$ cat src/rtl/core/uvc_pkg.sv
// uvc_pkg: shared types, error codes and limits for the UTF-8 validate/count block.
// No dependencies; used by every module under rtl/core.
`default_nettype none

package uvc_pkg;

  localparam int unsigned MAX_STRING_BYTES = 32'd65535;

  // Offsets at or beyond this value are "too long"; never more than the 16-bit offset range.
  localparam logic [15:0] LIMIT_BYTES =
    (MAX_STRING_BYTES > 32'd65535) ? 16'hFFFF : MAX_STRING_BYTES[15:0];

  localparam int unsigned CFG_ADDR_W = 2;
  localparam int unsigned CFG_DATA_W = 32;

  // Word index of the start limit register and its byte address.
  localparam int unsigned REG_START_LIMIT = 0;
  localparam logic [CFG_ADDR_W-1:0] ADDR_START_LIMIT = CFG_ADDR_W'(REG_START_LIMIT * 4);

  typedef enum logic [2:0] {
    ERR_NONE    = 3'd0,
    ERR_STRAY   = 3'd1,
    ERR_EARLY   = 3'd2,
    ERR_BADLEAD = 3'd3,
    ERR_TRUNC   = 3'd4,
    ERR_FULL    = 3'd5,
    ERR_LONG    = 3'd6
  } uvc_err_t;

  typedef struct packed {
    logic        start_mark;
    logic [15:0] byte_offset;
    logic [15:0] ascii_total;
    logic [15:0] multibyte_total;
    logic [15:0] char_total;
    uvc_err_t    error_code;
    logic        string_done;
  } uvc_result_t;

endpackage

`default_nettype wire

$ cat src/rtl/core/uvc_in_if.sv
// uvc_in_if: valid/ready channel carrying one string byte and its last flag per word.
// Depends on nothing.
`default_nettype none

interface uvc_in_if;
  logic       valid;
  logic       ready;
  logic [7:0] data_byte;
  logic       last_byte;

  modport source (output valid, output data_byte, output last_byte, input ready);
  modport sink   (input valid, input data_byte, input last_byte, output ready);
endinterface

`default_nettype wire

$ cat src/rtl/core/uvc_out_if.sv
// uvc_out_if: valid/ready channel carrying one per-byte result word.
// Depends on nothing.
`default_nettype none

interface uvc_out_if;
  logic        valid;
  logic        ready;
  logic        start_mark;
  logic [15:0] byte_offset;
  logic [15:0] ascii_total;
  logic [15:0] multibyte_total;
  logic [15:0] char_total;
  logic [2:0]  error_code;
  logic        string_done;

  modport source (output valid, output start_mark, output byte_offset, output ascii_total,
                  output multibyte_total, output char_total, output error_code,
                  output string_done, input ready);
  modport sink   (input valid, input start_mark, input byte_offset, input ascii_total,
                  input multibyte_total, input char_total, input error_code,
                  input string_done, output ready);
endinterface

`default_nettype wire

$ cat src/rtl/core/utf8_validate_count_top.sv
// utf8_validate_count_top: streaming UTF-8 structure checker and character counter.
// Uses uvc_pkg, uvc_in_if, uvc_out_if, uvc_cfg, uvc_step and uvc_out_stage.
// Result words are registered, in the skid register if the output stalls. Throughput: one byte
// per cycle while skid is empty; the byte check is one pass between state and output registers.
// Reset (rst_n, synchronous, low): clears string state, start limit and output valids.
`default_nettype none

module utf8_validate_count_top (
  input  wire logic                           clk,
  input  wire logic                           rst_n,
  uvc_in_if.sink                              in_ch,
  uvc_out_if.source                           out_ch,
  input  wire logic                           cfg_psel,
  input  wire logic                           cfg_penable,
  input  wire logic                           cfg_pwrite,
  input  wire logic [uvc_pkg::CFG_ADDR_W-1:0] cfg_paddr,
  input  wire logic [uvc_pkg::CFG_DATA_W-1:0] cfg_pwdata,
  output logic      [uvc_pkg::CFG_DATA_W-1:0] cfg_prdata,
  output logic                                cfg_pready
);

  logic                 in_fire;
  logic                 can_push;
  logic [15:0]          start_limit;
  uvc_pkg::uvc_result_t step_word;
  uvc_pkg::uvc_result_t out_word;

  // Input is held off only when both the output and skid registers are full.
  assign in_ch.ready = can_push;
  assign in_fire     = in_ch.valid & can_push;

  uvc_cfg u_cfg (
    .clk         (clk),
    .rst_n       (rst_n),
    .cfg_psel    (cfg_psel),
    .cfg_penable (cfg_penable),
    .cfg_pwrite  (cfg_pwrite),
    .cfg_paddr   (cfg_paddr),
    .cfg_pwdata  (cfg_pwdata),
    .cfg_prdata  (cfg_prdata),
    .cfg_pready  (cfg_pready),
    .start_limit (start_limit)
  );

  // State advances on every accepted byte word; the result word is built in the same pass.
  uvc_step u_step (
    .clk         (clk),
    .rst_n       (rst_n),
    .accept      (in_fire),
    .data_byte   (in_ch.data_byte),
    .last_byte   (in_ch.last_byte),
    .start_limit (start_limit),
    .result      (step_word)
  );

  uvc_out_stage u_out (
    .clk       (clk),
    .rst_n     (rst_n),
    .push      (in_fire),
    .push_word (step_word),
    .can_push  (can_push),
    .out_valid (out_ch.valid),
    .out_ready (out_ch.ready),
    .out_word  (out_word)
  );

  // Unpack the result word onto the channel fields.
  assign out_ch.start_mark      = out_word.start_mark;
  assign out_ch.byte_offset     = out_word.byte_offset;
  assign out_ch.ascii_total     = out_word.ascii_total;
  assign out_ch.multibyte_total = out_word.multibyte_total;
  assign out_ch.char_total      = out_word.char_total;
  assign out_ch.error_code      = out_word.error_code;
  assign out_ch.string_done     = out_word.string_done;

endmodule

`default_nettype wire

$ cat src/rtl/core/uvc_cfg.sv
// uvc_cfg: APB-style register port holding the start limit.
// Depends on uvc_pkg.
`default_nettype none

module uvc_cfg (
  input  wire logic                             clk,
  input  wire logic                             rst_n,
  input  wire logic                             cfg_psel,
  input  wire logic                             cfg_penable,
  input  wire logic                             cfg_pwrite,
  input  wire logic [uvc_pkg::CFG_ADDR_W-1:0]   cfg_paddr,
  input  wire logic [uvc_pkg::CFG_DATA_W-1:0]   cfg_pwdata,
  output logic      [uvc_pkg::CFG_DATA_W-1:0]   cfg_prdata,
  output logic                                  cfg_pready,
  output logic      [15:0]                      start_limit
);

  logic [15:0] start_limit_r;
  logic [15:0] start_limit_nxt;
  logic        wr_en;

  assign cfg_pready = 1'b1;
  assign wr_en      = cfg_psel & cfg_penable & cfg_pwrite
                    & (cfg_paddr == uvc_pkg::ADDR_START_LIMIT);

  always_comb begin
    start_limit_nxt = start_limit_r;
    if (wr_en) begin
      start_limit_nxt = cfg_pwdata[15:0];
    end
  end

  always_ff @(posedge clk) begin
    if (!rst_n) begin
      start_limit_r <= 16'd0;
    end else begin
      start_limit_r <= start_limit_nxt;
    end
  end

  always_comb begin
    cfg_prdata = '0;
    if (cfg_paddr == uvc_pkg::ADDR_START_LIMIT) begin
      cfg_prdata = {{(uvc_pkg::CFG_DATA_W-16){1'b0}}, start_limit_r};
    end
  end

  assign start_limit = start_limit_r;

endmodule

`default_nettype wire

$ cat src/rtl/core/uvc_step.sv
// uvc_step: per-string state and the single-pass byte check that yields one result word.
// Depends on uvc_pkg.
`default_nettype none

module uvc_step (
  input  wire logic                 clk,
  input  wire logic                 rst_n,
  input  wire logic                 accept,
  input  wire logic [7:0]           data_byte,
  input  wire logic                 last_byte,
  input  wire logic [15:0]          start_limit,
  output uvc_pkg::uvc_result_t      result
);

  logic [1:0]        pend_r,   pend_nxt;
  logic [15:0]       pos_r,    pos_nxt;
  logic [15:0]       ascii_r,  ascii_nxt;
  logic [15:0]       mb_r,     mb_nxt;
  logic [15:0]       starts_r, starts_nxt;
  uvc_pkg::uvc_err_t err_r,    err_nxt;

  uvc_pkg::uvc_err_t err;
  logic [1:0]        pend;
  logic [15:0]       asc;
  logic [15:0]       mb;
  logic              is_start;
  logic              mark;

  always_comb begin
    err        = uvc_pkg::ERR_NONE;
    pend       = pend_r;
    asc        = ascii_r;
    mb         = mb_r;
    is_start   = 1'b0;
    mark       = 1'b0;
    pend_nxt   = pend_r;
    ascii_nxt  = ascii_r;
    mb_nxt     = mb_r;
    starts_nxt = starts_r;
    err_nxt    = err_r;

    if (err_r == uvc_pkg::ERR_NONE) begin
      // classify the byte by its leading ones
      if (pos_r >= uvc_pkg::LIMIT_BYTES) begin
        err = uvc_pkg::ERR_LONG;
      end else if (!data_byte[7]) begin
        if (pend_r != 2'd0) err = uvc_pkg::ERR_EARLY;
        else begin
          asc      = ascii_r + 16'd1;
          is_start = 1'b1;
        end
      end else if (!data_byte[6]) begin
        if (pend_r == 2'd0) err = uvc_pkg::ERR_STRAY;
        else begin
          pend = pend_r - 2'd1;
          if (pend_r == 2'd1) mb = mb_r + 16'd1;
        end
      end else if (!data_byte[5]) begin
        if (pend_r != 2'd0) err = uvc_pkg::ERR_EARLY;
        else begin
          pend     = 2'd1;
          is_start = 1'b1;
        end
      end else if (!data_byte[4]) begin
        if (pend_r != 2'd0) err = uvc_pkg::ERR_EARLY;
        else begin
          pend     = 2'd2;
          is_start = 1'b1;
        end
      end else if (!data_byte[3]) begin
        if (pend_r != 2'd0) err = uvc_pkg::ERR_EARLY;
        else begin
          pend     = 2'd3;
          is_start = 1'b1;
        end
      end else begin
        err = uvc_pkg::ERR_BADLEAD;
      end

      if ((err == uvc_pkg::ERR_NONE) && is_start && (start_limit != 16'd0)) begin
        if (starts_r >= start_limit) err = uvc_pkg::ERR_FULL;
        else mark = 1'b1;
      end

      if (err == uvc_pkg::ERR_NONE) begin
        pend_nxt  = pend;
        ascii_nxt = asc;
        mb_nxt    = mb;
        if (mark) starts_nxt = starts_r + 16'd1;
        if (last_byte && (pend != 2'd0)) err = uvc_pkg::ERR_TRUNC;
      end else begin
        mark = 1'b0;
      end
      err_nxt = err;
    end

    pos_nxt = (pos_r == 16'hFFFF) ? pos_r : pos_r + 16'd1;
  end

  always_comb begin
    result.start_mark      = mark;
    result.byte_offset     = pos_r;
    result.ascii_total     = ascii_nxt;
    result.multibyte_total = mb_nxt;
    result.char_total      = ascii_nxt + mb_nxt;
    result.error_code      = err_nxt;
    result.string_done     = last_byte;
  end

  always_ff @(posedge clk) begin
    if (!rst_n) begin
      pend_r   <= 2'd0;
      pos_r    <= 16'd0;
      ascii_r  <= 16'd0;
      mb_r     <= 16'd0;
      starts_r <= 16'd0;
      err_r    <= uvc_pkg::ERR_NONE;
    end else if (accept) begin
      if (last_byte) begin
        // end of string: start clean for the next one
        pend_r   <= 2'd0;
        pos_r    <= 16'd0;
        ascii_r  <= 16'd0;
        mb_r     <= 16'd0;
        starts_r <= 16'd0;
        err_r    <= uvc_pkg::ERR_NONE;
      end else begin
        pend_r   <= pend_nxt;
        pos_r    <= pos_nxt;
        ascii_r  <= ascii_nxt;
        mb_r     <= mb_nxt;
        starts_r <= starts_nxt;
        err_r    <= err_nxt;
      end
    end
  end

endmodule

`default_nettype wire

$ cat src/rtl/core/uvc_out_stage.sv
// uvc_out_stage: output register plus skid register between the step logic and the result channel.
// Depends on uvc_pkg.
`default_nettype none

module uvc_out_stage (
  input  wire logic                 clk,
  input  wire logic                 rst_n,
  input  wire logic                 push,
  input  wire uvc_pkg::uvc_result_t push_word,
  output logic                      can_push,
  output logic                      out_valid,
  input  wire logic                 out_ready,
  output uvc_pkg::uvc_result_t      out_word
);

  logic                 out_v_r,  out_v_nxt;
  logic                 skid_v_r, skid_v_nxt;
  uvc_pkg::uvc_result_t out_r,    out_nxt;
  uvc_pkg::uvc_result_t skid_r,   skid_nxt;
  logic                 out_fire;

  assign out_fire = out_v_r & out_ready;
  assign can_push = ~skid_v_r;

  always_comb begin
    out_v_nxt  = out_v_r;
    skid_v_nxt = skid_v_r;
    out_nxt    = out_r;
    skid_nxt   = skid_r;
    if (skid_v_r) begin
      if (out_fire) begin
        out_nxt    = skid_r;
        skid_v_nxt = 1'b0;
      end
    end else if (push) begin
      if (!out_v_r || out_fire) begin
        out_nxt   = push_word;
        out_v_nxt = 1'b1;
      end else begin
        skid_nxt   = push_word;
        skid_v_nxt = 1'b1;
      end
    end else if (out_fire) begin
      out_v_nxt = 1'b0;
    end
  end

  always_ff @(posedge clk) begin
    if (!rst_n) begin
      out_v_r  <= 1'b0;
      skid_v_r <= 1'b0;
    end else begin
      out_v_r  <= out_v_nxt;
      skid_v_r <= skid_v_nxt;
    end
  end

  always_ff @(posedge clk) begin
    out_r  <= out_nxt;
    skid_r <= skid_nxt;
  end

  assign out_valid = out_v_r;
  assign out_word  = out_r;

endmodule

`default_nettype wire
$ cat src/flat_wrapper.sv
// flat-port wrapper written by rule: the top's interface ports become plain ports
module utf8_validate_count_top_flat 
  (clk, rst_n, cfg_psel, cfg_penable, cfg_pwrite, cfg_paddr, cfg_pwdata, cfg_prdata, cfg_pready, in_ch_valid, in_ch_data_byte, in_ch_last_byte, in_ch_ready, out_ch_valid, out_ch_start_mark, out_ch_byte_offset, out_ch_ascii_total, out_ch_multibyte_total, out_ch_char_total, out_ch_error_code, out_ch_string_done, out_ch_ready);
  uvc_in_if in_ch_i ();
  uvc_out_if out_ch_i ();
  input  wire logic clk;
  input  wire logic rst_n;
  input  wire logic cfg_psel;
  input  wire logic cfg_penable;
  input  wire logic cfg_pwrite;
  input  wire logic [uvc_pkg::CFG_ADDR_W-1:0] cfg_paddr;
  input  wire logic [uvc_pkg::CFG_DATA_W-1:0] cfg_pwdata;
  output logic      [uvc_pkg::CFG_DATA_W-1:0] cfg_prdata;
  output logic cfg_pready;
  input wire logic [$bits(in_ch_i.valid)-1:0] in_ch_valid;
  input wire logic [$bits(in_ch_i.data_byte)-1:0] in_ch_data_byte;
  input wire logic [$bits(in_ch_i.last_byte)-1:0] in_ch_last_byte;
  output wire logic [$bits(in_ch_i.ready)-1:0] in_ch_ready;
  output wire logic [$bits(out_ch_i.valid)-1:0] out_ch_valid;
  output wire logic [$bits(out_ch_i.start_mark)-1:0] out_ch_start_mark;
  output wire logic [$bits(out_ch_i.byte_offset)-1:0] out_ch_byte_offset;
  output wire logic [$bits(out_ch_i.ascii_total)-1:0] out_ch_ascii_total;
  output wire logic [$bits(out_ch_i.multibyte_total)-1:0] out_ch_multibyte_total;
  output wire logic [$bits(out_ch_i.char_total)-1:0] out_ch_char_total;
  output wire logic [$bits(out_ch_i.error_code)-1:0] out_ch_error_code;
  output wire logic [$bits(out_ch_i.string_done)-1:0] out_ch_string_done;
  input wire logic [$bits(out_ch_i.ready)-1:0] out_ch_ready;
  assign in_ch_i.valid = in_ch_valid;
  assign in_ch_i.data_byte = in_ch_data_byte;
  assign in_ch_i.last_byte = in_ch_last_byte;
  assign in_ch_ready = in_ch_i.ready;
  assign out_ch_valid = out_ch_i.valid;
  assign out_ch_start_mark = out_ch_i.start_mark;
  assign out_ch_byte_offset = out_ch_i.byte_offset;
  assign out_ch_ascii_total = out_ch_i.ascii_total;
  assign out_ch_multibyte_total = out_ch_i.multibyte_total;
  assign out_ch_char_total = out_ch_i.char_total;
  assign out_ch_error_code = out_ch_i.error_code;
  assign out_ch_string_done = out_ch_i.string_done;
  assign out_ch_i.ready = out_ch_ready;
  utf8_validate_count_top u_core (.clk(clk), .rst_n(rst_n), .in_ch(in_ch_i), .out_ch(out_ch_i), .cfg_psel(cfg_psel), .cfg_penable(cfg_penable), .cfg_pwrite(cfg_pwrite), .cfg_paddr(cfg_paddr), .cfg_pwdata(cfg_pwdata), .cfg_prdata(cfg_prdata), .cfg_pready(cfg_pready));
endmodule
$ cat config.mk
export PLATFORM = sky130hd
export DESIGN_NAME = utf8_validate_count_top_flat
export DESIGN_NICKNAME = d
export VERILOG_FILES = /design/src/rtl/core/uvc_pkg.sv /design/src/rtl/core/uvc_in_if.sv /design/src/rtl/core/uvc_out_if.sv /design/src/rtl/core/utf8_validate_count_top.sv /design/src/rtl/core/uvc_cfg.sv /design/src/rtl/core/uvc_step.sv /design/src/rtl/core/uvc_out_stage.sv /design/src/flat_wrapper.sv
export SDC_FILE = /design/constraint.sdc
export NUM_CORES = 1
export LEC_CHECK = 0
export BUFFER_PORTS_ARGS = -buffer_cell sky130_fd_sc_hd__buf_2
export CAP_MARGIN = 10
export CORE_ASPECT_RATIO = 1.75
export CORE_MARGIN = 4
export CORE_UTILIZATION = 50
export CTS_BUF_LIST = sky130_fd_sc_hd__clkbuf_16
export DETAILED_ROUTE_END_ITERATION = 10
export PLACE_DENSITY = 0.82
export SETUP_SLACK_MARGIN = 0.02
export SLEW_MARGIN = 20
export SYNTH_ARGS = -nofsm -noshare
export SYNTH_HDL_FRONTEND = slang
export SYNTH_HIERARCHICAL = 1
export SYNTH_SLANG_ARGS = --single-unit
$ cat constraint.sdc
create_clock -name clk -period 7.8 [get_ports clk]
set_input_delay 1.17 -clock clk [delete_from_list [all_inputs] [get_ports clk]]
set_output_delay 1.17 -clock clk [all_outputs]
set_load 0.005 [all_outputs]
---- Word level (Yosys, flattened, before mapping) ----
Cells that the tools add are included.
operators by class
  reduce and logical (&&, ||, !) cells .... 25
  bitwise logic cells ..................... 7
  $add $sub $neg .......................... 6
  equality and inequality tests ........... 5
  order comparisons ....................... 2
  muxes and demuxes ....................... 75
operators by type and width
  cell                     count
  $mux W16                 21
  $mux W69                 4
  $add A16 B1 Y16 const B  4
  $mux W3                  14
  $mux W2                  15
  $mux W1                  21
  $add A16 B16 Y16         1
  $eq A16 B16 Y1 const B   1
  $ge A16 B16 Y1           1
  $ge A16 B16 Y1 const B   1
  $reduce_bool A16 Y1      1
  $reduce_bool A2 Y1       8
  $reduce_and A3 Y1        4
  $logic_not A3 Y1         3
  $and A1 B1 Y1            5
  $logic_not A2 Y1         2
  $ne A2 B2 Y1 const B     2
  $reduce_and A4 Y1        1
  $logic_and A1 B1 Y1      3
  $eq A2 B1 Y1 const B     1
  $ne A2 B1 Y1 const B     1
  $not A1 Y1               2
  $reduce_and A2 Y1        1
  $sub A2 B1 Y2 const B    1
  other kinds (2)          2
storage, ports and cells
  register bits ........................... 225
  word-level logic and storage cells ...... 143

---- Longest topological paths before layout ----
Gate-level depths: netlist (run 1).
  depth in word-level cells ............... 21
  gate-level depth with buffers ........... 20
  gate-level depth less buffers ........... 20

---- Cells and area by module ----
The synthesis (run 1) kept the hierarchy.
modules (own cells, without submodules)
  module                   cells each  times used  seq. area each (um2)  area an instance (um2)
  uvc_out_stage            229         1           4184.0                5111.2
  uvc_step                 630         1           1381.3                5104.9
  uvc_cfg                  107         1           320.3                 915.9
  utf8_validate_count_top  1           1           0.0                   6.3

---- Worst setup path after synthesis (run 1) ----
Ideal clock, no wire load.
  path kind ............................... in2reg
  start ................................... in in_ch_valid
  end ..................................... reg u_core.u_out.out_r, in the netlist u_core/u_out/out_word[0] (enable)
  stages on the path ...................... 3
  data required time ...................... 7281 ps
  path buffers ............................ 0
  arrival ................................. 4837 ps
  path slack .............................. 2444 ps
  library setup time ...................... 519 ps
  cell sequence ........................... and2_1 mux2i_1 a21oi_1
on the way
  cells in the longest elaborated chain, start to end .. 3
ends and longest elaborated chain
  what                          RTL line                       source
  from (decl)                   flat_wrapper.sv:15             input wire logic [$bits(in_ch_i.valid)-1:0] in_ch_valid;
  $and A1 B1 Y1                 utf8_validate_count_top.sv:30  assign in_fire = in_ch.valid & can_push;
  $reduce_bool A2 Y1 (no line)  -
  $reduce_and A3 Y1 (no line)   -
  to (signal assigned)          uvc_out_stage.sv:59            out_r <= out_nxt;
  to (decl)                     uvc_out_stage.sv:18            uvc_pkg::uvc_result_t out_r, out_nxt;
No other way between the ends.
A chain may end at the register's enable or synchronous reset.

==> results of run 1 <==
## per-layer routing
metal / vias up / GRT usage / wire [µm]
met4: 0 / 0.0843 / 893
met5: - / 0 / 0
met3: 59 / 0.0270 / 1190
li1: 3677 / - / -
met1: 3636 / 0.199 / 8300
met2: 221 / 0.336 / 12200
## per-stage QoR
stage / hold WS (ns) / std cells
after CTS: 0.495 / 1383
after global placement: 0.474 / 1346
after floorplan: 0.449 / 982
after global routing: 0.508 / 1383
after detailed placement: 0.486 / 1346
final: 0.488 / 1383
## worst max-delay path by stage
stage / from / endpoint
2_1_floorplan: in_ch_valid / u_core/u_out/out_word[0]
3_3_place_gp: in_ch_data_byte[3] / u_core/u_out/out_word[17]
3_5_place_dp: in_ch_data_byte[3] / u_core/u_out/out_word[17]
4_1_cts: u_core/u_cfg/start_limit[7] / u_core/u_out/out_word[17]
5_1_grt: u_core/u_step/starts_r[0] / u_core/u_out/out_word[17]
6_report: u_core/u_cfg/start_limit[7] / u_core/u_out/out_word[17]
## state kept, by name, indices dropped and copies added (netlist names)
register	flops
u_core/u_out/out_valid	1
u_core/u_out/skid_v_r	1
u_core/u_step/ascii_r	16
u_core/u_step/err_r	3
u_core/u_step/pos_r	16
u_core/u_step/starts_r	16
u_core/u_step/pend_r	2
u_core/u_step/mb_r	16
u_core/u_cfg/start_limit	16
u_core/u_out/skid_r	69
u_core/u_out/out_word	69
## tightest hold or removal path, cell delays in order (launching register included)
cell	delay, ns
dfxtp_1	0.33
nand2_1	0.06
mux2i_1	0.05
## layout by cell type (no fill, tap or decap), drive strengths merged, types with 4 or more instances in the layout
cell | netlist | layout
and4 | 13 | 13
dfxtp | 87 | 87
and3 | 10 | 10
nand3 | 32 | 32
a21o | 11 | 11
mux2i | 21 | 21
nor4 | 7 | 7
edfxtp | 138 | 138
a21oi | 33 | 33
mux2 | 71 | 71
o21ai | 30 | 30
nand2 | 73 | 73
xor2 | 41 | 41
nor3 | 9 | 9
clkinv | 0 | 7
a32oi | 4 | 4
nor2b | 36 | 36
inv | 35 | 42
a22oi | 23 | 23
or3 | 7 | 7
clkbuf | 27 | 22
conb | 2 | 17
a211oi | 6 | 6
buf | 30 | 125
and2 | 26 | 26
ha | 32 | 32
nand4 | 16 | 16
xnor2 | 37 | 37
a22o | 4 | 4
nor2 | 60 | 60
## report_power, final
group          internal [mW]  switching (mW)  leakage (nW)
logic                 0.0813           0.125          2.64
registers               1.32          0.0157          1.98
clock network          0.543           0.421         0.342
total                   1.95           0.561          4.96
## logic make-up (layout without fill, tap and decap cells)
| family | Yosys count | count (layout) | synth area share |
|---|---|---|---|
| buffers and inverters | 92 | 197 | 0.0449 |
| flip-flops | 225 | 225 | 0.528 |
| AO/OA/AOI/OAI | 139 | 139 | 0.0882 |
| multiplexers | 92 | 92 | 0.0907 |
| XOR/XNOR | 81 | 81 | 0.0677 |
| other | 2 | 17 | 0.000674 |
| AND/OR/NAND/NOR | 302 | 302 | 0.142 |
| adder cells (fa/ha/maj) | 34 | 34 | 0.0377 |
## cell type report
type                            count  area share
Sequential cell                   225       0.471
Multi-Input combinational cell    665       0.386
Timing Repair Buffer              125      0.0516
Clock buffer                       22      0.0440
Tap cell                          296      0.0296
Inverter                           35      0.0105
Clock inverter                     15     0.00741
==> flow_metrics.py, run 1 <==
metrics = {
    "cells_and_area": {
        "antenna_cells": 0,
        "area.growth.synth_to_final_pct": 12.2,
        "nNetsFinal": 1155,
        "fill_cells": 1858,
        "multi_input_area_mm2": 0.00482,
        "stdcell_area_mm2": 0.0125,
        "final-seq-area_mm2": 0.00589,
        "fin_util": 0.569,
        "drive_gt1_frac": 0.224,
    },
    "detailed_routing": {
        "drt-initial-drc-count": 407,
        "wl_per_cell_um": 16.3,
        "drt-total-wl_um": 22600,
        "vias_per_cell": 5.49,
        "num_vias": 7593,
        "drc": 0,
        "final_antenna_net_count": 0,
        "drt_pass1_iterations": 5,
    },
    "logic_synthesis": {
        "synth_area_mm2": 0.0111,
        "synth_top_area_frac": 0.372,
        "synth_edf_count": 138,
        "postSynthCellCount": 967,
        "seq_area_frac_synth": 0.528,
        "synth_area_leaders": "edfxtp_1 (37%), dfxtp_1 (16%), mux2_2 (6.7%), ha_1 (3.6%), xor2_1 (3.2%)",
        "synth.distinct_cells": 68,
        "yosysMostFrequentCell": "edfxtp_1",
        "yosysWarnings": 6,
        "synth_common_cells": "edfxtp_1 (138), dfxtp_1 (87), nand2_1 (73)",
        "avgSynthCellArea_um2": 11.5,
        "async_flop_share": 0,
        "yosys.area.top_type": "edfxtp_1",
        "ys.flop_type": "edfxtp_1",
        "synth-seq-cells": 225,
    },
    "floorplanning": {
        "std_cell_rows": 72,
        "die_h_um": 205,
        "io_pins": 154,
        "die_w_um": 121,
        "coreArea_mm2": 0.0220,
        "initial_core_util": 0.507,
        "die-area_mm2": 0.0248,
    },
    "power_and_ir_drop": {
        "p_leak_nw": 4.96,
        "power_density_mw_per_mm2": 201,
        "power_mw": 2.51,
        "ir_drop_mv": 0.150,
    },
    "setup_path": {
        "slowest_stage": "o41ai_4",
        "path_cells": "inv_1 -> ha_1 -> nand4_1 -> o311a_1 -> o41ai_4 -> nand2_1 -> nand3_1 -> nor3_1 -> xor2_1 -> ha_1 -> a21o_1 -> a2111oi_0 -> a41oi_1 -> a311o_1 -> and2_1 -> a41oi_1 -> xnor2_1 -> mux2_2",
        "startpoint_type": "flop",
        "endpoint_kind": "flop",
        "critPathRequiredTime_ns": 8.04,
        "critPathMaxFanout": 10,
        "cp_num_cells": 18,
        "slowest_delay_ns": 0.81,
        "critPathArrivalTime_ns": 5.65,
        "cp_top_family": "compound AO/OA/AOI/OAI gates",
        "r2r_end": "u_core/u_out/out_word[17]",
        "path_class": "flop to flop",
        "r2r_start": "u_core/u_cfg/start_limit[7]",
        "r2r_slack_ns": 2.39,
        "reg2regPathDepth": 18,
        "path_buf_inv": 1,
    },
    "sta": {
        "rsz0062_at_grt": "false",
        "hold_viol": 0,
        "maxSlewHeadroom": 0.371,
        "period_needed_ns": 5.41,
        "setup_tns_ns": 0,
        "period_share": 0.693,
        "setup_viol": 0,
        "slew_violations": 0,
        "fmax_mhz": 185,
        "worst_slew_pin_slew_ns": 0.943,
        "fin_ws_ns": 2.39,
        "skew_ns": 0.00902,
    },
    "worst_hold_path": {
        "worstHoldStart": "u_core/u_cfg/start_limit[2]",
        "holdPathStages": 2,
        "hold_class": "flop to flop",
        "min_to": "u_core/u_cfg/start_limit[2]",
    },
    "outcome": {
        "outcome": "complete, no violations",
    },
    "clocking": {
        "clock-sinks": 225,
        "cts_setup_buffers": 0,
        "clk_latency_ns": 0.49,
        "cts_root_buffer": "clkbuf_16",
        "cts_buffer_depth": 3,
        "holdBufCountCts": 0,
        "cts-resized-gates": 0,
        "htreeDepth": 1,
        "cts_buffers": 21,
        "clk_pin_slew_ns": 0.06,
        "cts_tree": "built",
    },
    "flow_run": {
        "maxCapViolations": 0,
    },
    "grt": {
        "grt_start_max_net_pins": 76,
        "grt_pass1_vias": 7635,
        "grt_usage": 0.181,
        "grt_antenna_before_repair": 0,
        "grt_overflow_total": 0,
        "grt_pass1_wl_um": 36800,
    },
    "place": {
        "pre_cts_slack_ns": 2.21,
        "place.gp.congestion": 0.894,
        "io_buffers": 117,
        "place_hpwl_um": 15900,
        "place_area_mm2": 0.0119,
    },
}
Power figures use the tool's default switching activity.
==> run 2, diff against run 1 <==
--- a/config.mk
+++ b/config.mk
@@ -5,6 +5,7 @@
 export SDC_FILE = /design/constraint.sdc
 export NUM_CORES = 1
 export LEC_CHECK = 0
+export ABC_AREA = 1
 export BUFFER_PORTS_ARGS = -buffer_cell sky130_fd_sc_hd__buf_2
 export CAP_MARGIN = 10
 export CORE_ASPECT_RATIO = 1.75
@@ -12,7 +13,7 @@
 export CORE_UTILIZATION = 50
 export CTS_BUF_LIST = sky130_fd_sc_hd__clkbuf_16
 export DETAILED_ROUTE_END_ITERATION = 10
-export PLACE_DENSITY = 0.82
+export PLACE_DENSITY = 0.81
 export SETUP_SLACK_MARGIN = 0.02
 export SLEW_MARGIN = 20
 export SYNTH_ARGS = -nofsm -noshare
==> constraint.sdc (replaced) <==
create_clock -name clk -period 5.3 [get_ports clk]
set_input_delay 0.795 -clock clk [delete_from_list [all_inputs] [get_ports clk]]
set_output_delay 0.795 -clock clk [all_outputs]
set_load 0.005 [all_outputs]
==> run 2 against run 1 <==
Against the previous run:
- sequential share of layout area fell by 3.1 points
- combinational power grew 100%
- via count rose by 30%
- critical path depth up 2
- area after synthesis is 7.7% higher
- largest power group unchanged
- sequential cell count unchanged
- clock power grew 63%
- highest routed layer unchanged
==> flow_metrics.py, run 2 <==
metrics = {
    "setup_path": {
        "path_class": "flop to flop",
        "critPathMaxFanout": 23,
        "crit_start": "u_core/u_cfg/start_limit[15]",
        "r2r_end": "u_core/u_out/out_word[19]",
        "r2r_start": "u_core/u_cfg/start_limit[15]",
        "r2r_slack_ns": 1.07,
        "critPathArrivalTime_ns": 4.50,
        "critPathRequiredTime_ns": 5.57,
        "reg2regPathDepth": 20,
        "endpoint_kind": "flop",
        "startpoint_type": "flop",
        "crit_end": "u_core/u_out/out_word[19]",
    },
    "clocking": {
        "clk_latency_ns": 0.52,
        "htreeDepth": 1,
        "cts_tree": "built",
        "cts_setup_buffers": 0,
        "clk_pin_slew_ns": 0.06,
        "holdBufCountCts": 0,
        "cts_buffers": 21,
        "cts-resized-gates": 0,
        "cts_root_buffer": "clkbuf_16",
        "clock-sinks": 225,
        "cts_buffer_depth": 3,
    },
    "power_and_ir_drop": {
        "pwr-share-comb": 0.106,
        "p_seq_frac": 0.498,
        "p_int_mw": 2.99,
        "p_leak_nw": 6.15,
        "power_density_mw_per_mm2": 296,
        "netSwitchingPower_mw": 0.970,
        "pwr-share-clk": 0.396,
        "ir_drop_mv": 0.211,
        "switching_share": 0.245,
    },
    "sta": {
        "rsz0062_at_grt": "false",
        "period_share": 0.799,
        "period_needed_ns": 4.23,
        "skew_ns": 0.0160,
        "setup_tns_ns": 0,
        "slew_violations": 0,
        "hold_viol": 0,
        "setup_viol": 0,
        "fmax_mhz": 236,
        "maxSlewHeadroom": 0.337,
        "worst_slew_pin_slew_ns": 0.992,
    },
    "grt": {
        "grt_pass1_wl_um": 44100,
        "grt_pass1_vias": 9504,
        "grt_overflow_total": 0,
        "grt_start_max_net_pins": 73,
        "grt_usage": 0.200,
        "grt_antenna_before_repair": 1,
    },
    "logic_synthesis": {
        "seq_area_frac_synth": 0.491,
        "yosysMostFrequentCell": "nand2_1",
        "synth_edf_count": 138,
        "synth-seq-cells": 225,
        "postSynthCellCount": 1513,
        "synth_common_cells": "nand2_1 (539), inv_1 (173), edfxtp_1 (138)",
        "synth.distinct_cells": 47,
        "yosysWarnings": 6,
        "synth_top_area_frac": 0.346,
        "avgSynthCellArea_um2": 7.93,
        "yosys.area.top_type": "edfxtp_1",
        "ys.flop_type": "edfxtp_1",
        "synth_area_mm2": 0.0120,
        "async_flop_share": 0,
        "synth_area_leaders": "edfxtp_1 (35%), nand2_1 (17%), dfxtp_1 (15%), inv_1 (5.4%), nor2_1 (3.6%)",
    },
    "floorplanning": {
        "die-area_mm2": 0.0266,
        "die_w_um": 125,
        "coreArea_mm2": 0.0235,
        "initial_core_util": 0.510,
        "die_h_um": 213,
        "std_cell_rows": 74,
        "io_pins": 154,
    },
    "cells_and_area": {
        "area.growth.synth_to_final_pct": 11.6,
        "drive_gt1_frac": 0.136,
        "nNetsFinal": 1696,
        "final_cell_mix": "nand2_1 (539), inv_1 (177), edfxtp_1 (138)",
        "final_common_cell": "nand2_1",
        "stdcell_area_mm2": 0.0134,
    },
    "place": {
        "place.gp.congestion": 0.943,
        "place_hpwl_um": 19900,
        "place_area_mm2": 0.0127,
        "io_buffers": 117,
    },
    "outcome": {
        "outcome": "complete, no violations",
    },
    "detailed_routing": {
        "drt-total-wl_um": 27300,
        "drc": 0,
        "vias_per_cell": 5.08,
        "wl_per_cell_um": 14.1,
        "drt_pass1_iterations": 5,
        "final_antenna_net_count": 0,
        "num_vias": 9840,
        "drt-initial-drc-count": 573,
    },
    "worst_hold_path": {
        "hold_class": "flop to flop",
        "holdPathStages": 0,
    },
    "flow_run": {
        "maxCapViolations": 0,
    },
}
run 2: cell count changes after synthesis, moves of 36 or more:
cell     change
a21oi_1     +45
inv_1      +138
nor2_1      +57
mux2_2      -66
nand3_1     +50
nor2b_1     -36
nand2_1    +466
run 2: stage by stage:
stage | total power, mW | util | cells | hold slack [ns] | setup slack [ns]
6_report | 3.96 | 0.569 | 1936 | 0.462 | 1.07
5_1_grt | 4.10 | 0.569 | 1933 | 0.482 | 0.739
4_1_cts | 3.98 | 0.568 | 1932 | 0.462 | 1.06
3_5_place_dp | 2.43 | 0.538 | 1894 | 0.445 | 0.854
3_3_place_gp | 2.42 | 0.538 | 1894 | 0.439 | 0.932
2_1_floorplan | 2.30 | - | 1528 | 0.426 | 0.772
run 2: layout make-up:
class	instances	area, µm²
Sequential cell	225	5890
Multi-Input combinational cell	1048	5000
Antenna cell	3	7.51
Fill cell	2154	10100
Clock buffer	21	526
Clock inverter	17	176
Tap cell	304	380
Inverter	192	728
Timing Repair Buffer	126	673
run 2: worst min path at each step:
stage	slack [ns]	startpoint	endpoint
floorplan	0.43	u_core/u_step/starts_r[15]	u_core/u_step/starts_r[15]
global placement	0.44	u_core/u_step/pos_r[5]	u_core/u_out/skid_r[57]
detailed placement	0.45	u_core/u_step/pos_r[5]	u_core/u_out/skid_r[57]
CTS	0.46	u_core/u_step/pos_r[5]	u_core/u_out/skid_r[57]
global route	0.48	u_core/u_step/starts_r[15]	u_core/u_step/starts_r[15]
finish	0.46	u_core/u_step/pos_r[5]	u_core/u_out/skid_r[57]
run 2: routing by layer:
metal | vias up | track usage | part of all wire
li1 | 5012 | - | -
met1 | 4462 | 0.194 | 0.35
met2 | 286 | 0.398 | 0.55
met3 | 80 | 0.0310 | 0.055
met4 | 0 | 0.109 | 0.049
met5 | - | 0 | 0
run 2: power by group through the flow:
stage / Combinational [mW] / Clock [mW] / Sequential, mW
floorplan: 0.282 / 0 / 2.02
CTS: 0.421 / 1.58 / 1.97
global placement: 0.410 / 0 / 2.01
finish: 0.421 / 1.57 / 1.97
global route: 0.465 / 1.66 / 1.98
detailed placement: 0.420 / 0 / 2.01
run 2: worst max-delay path, stage by stage (launching register included):
cell and delay, ns:
dfxtp_1 0.36, inv_1 0.08, ha_1 0.31, nand2_1 0.12
o21bai_1 0.12, nand2_1 0.08, a21oi_1 0.14, nand3_1 0.24
nand2_4 0.31, nand2_2 0.20, nor4_1 0.31, xor2_1 0.44
ha_1 0.37, a21oi_1 0.27, o31ai_1 0.12, a21oi_1 0.20
nand2_1 0.08, nand2_1 0.06, nand2_1 0.06, nand2_1 0.07
nand2_1 0.05
run 2: cell families after synthesis:
kind of cell	Yosys count	synth area share
adders and majority gates	32	0.0334
AOI/OAI and AO/OA	132	0.0590
DFF	225	0.491
xor gates and xnor gates	24	0.0175
buffers and inverters	255	0.0987
other	2	0.000626
and+or+nand+nor	843	0.300
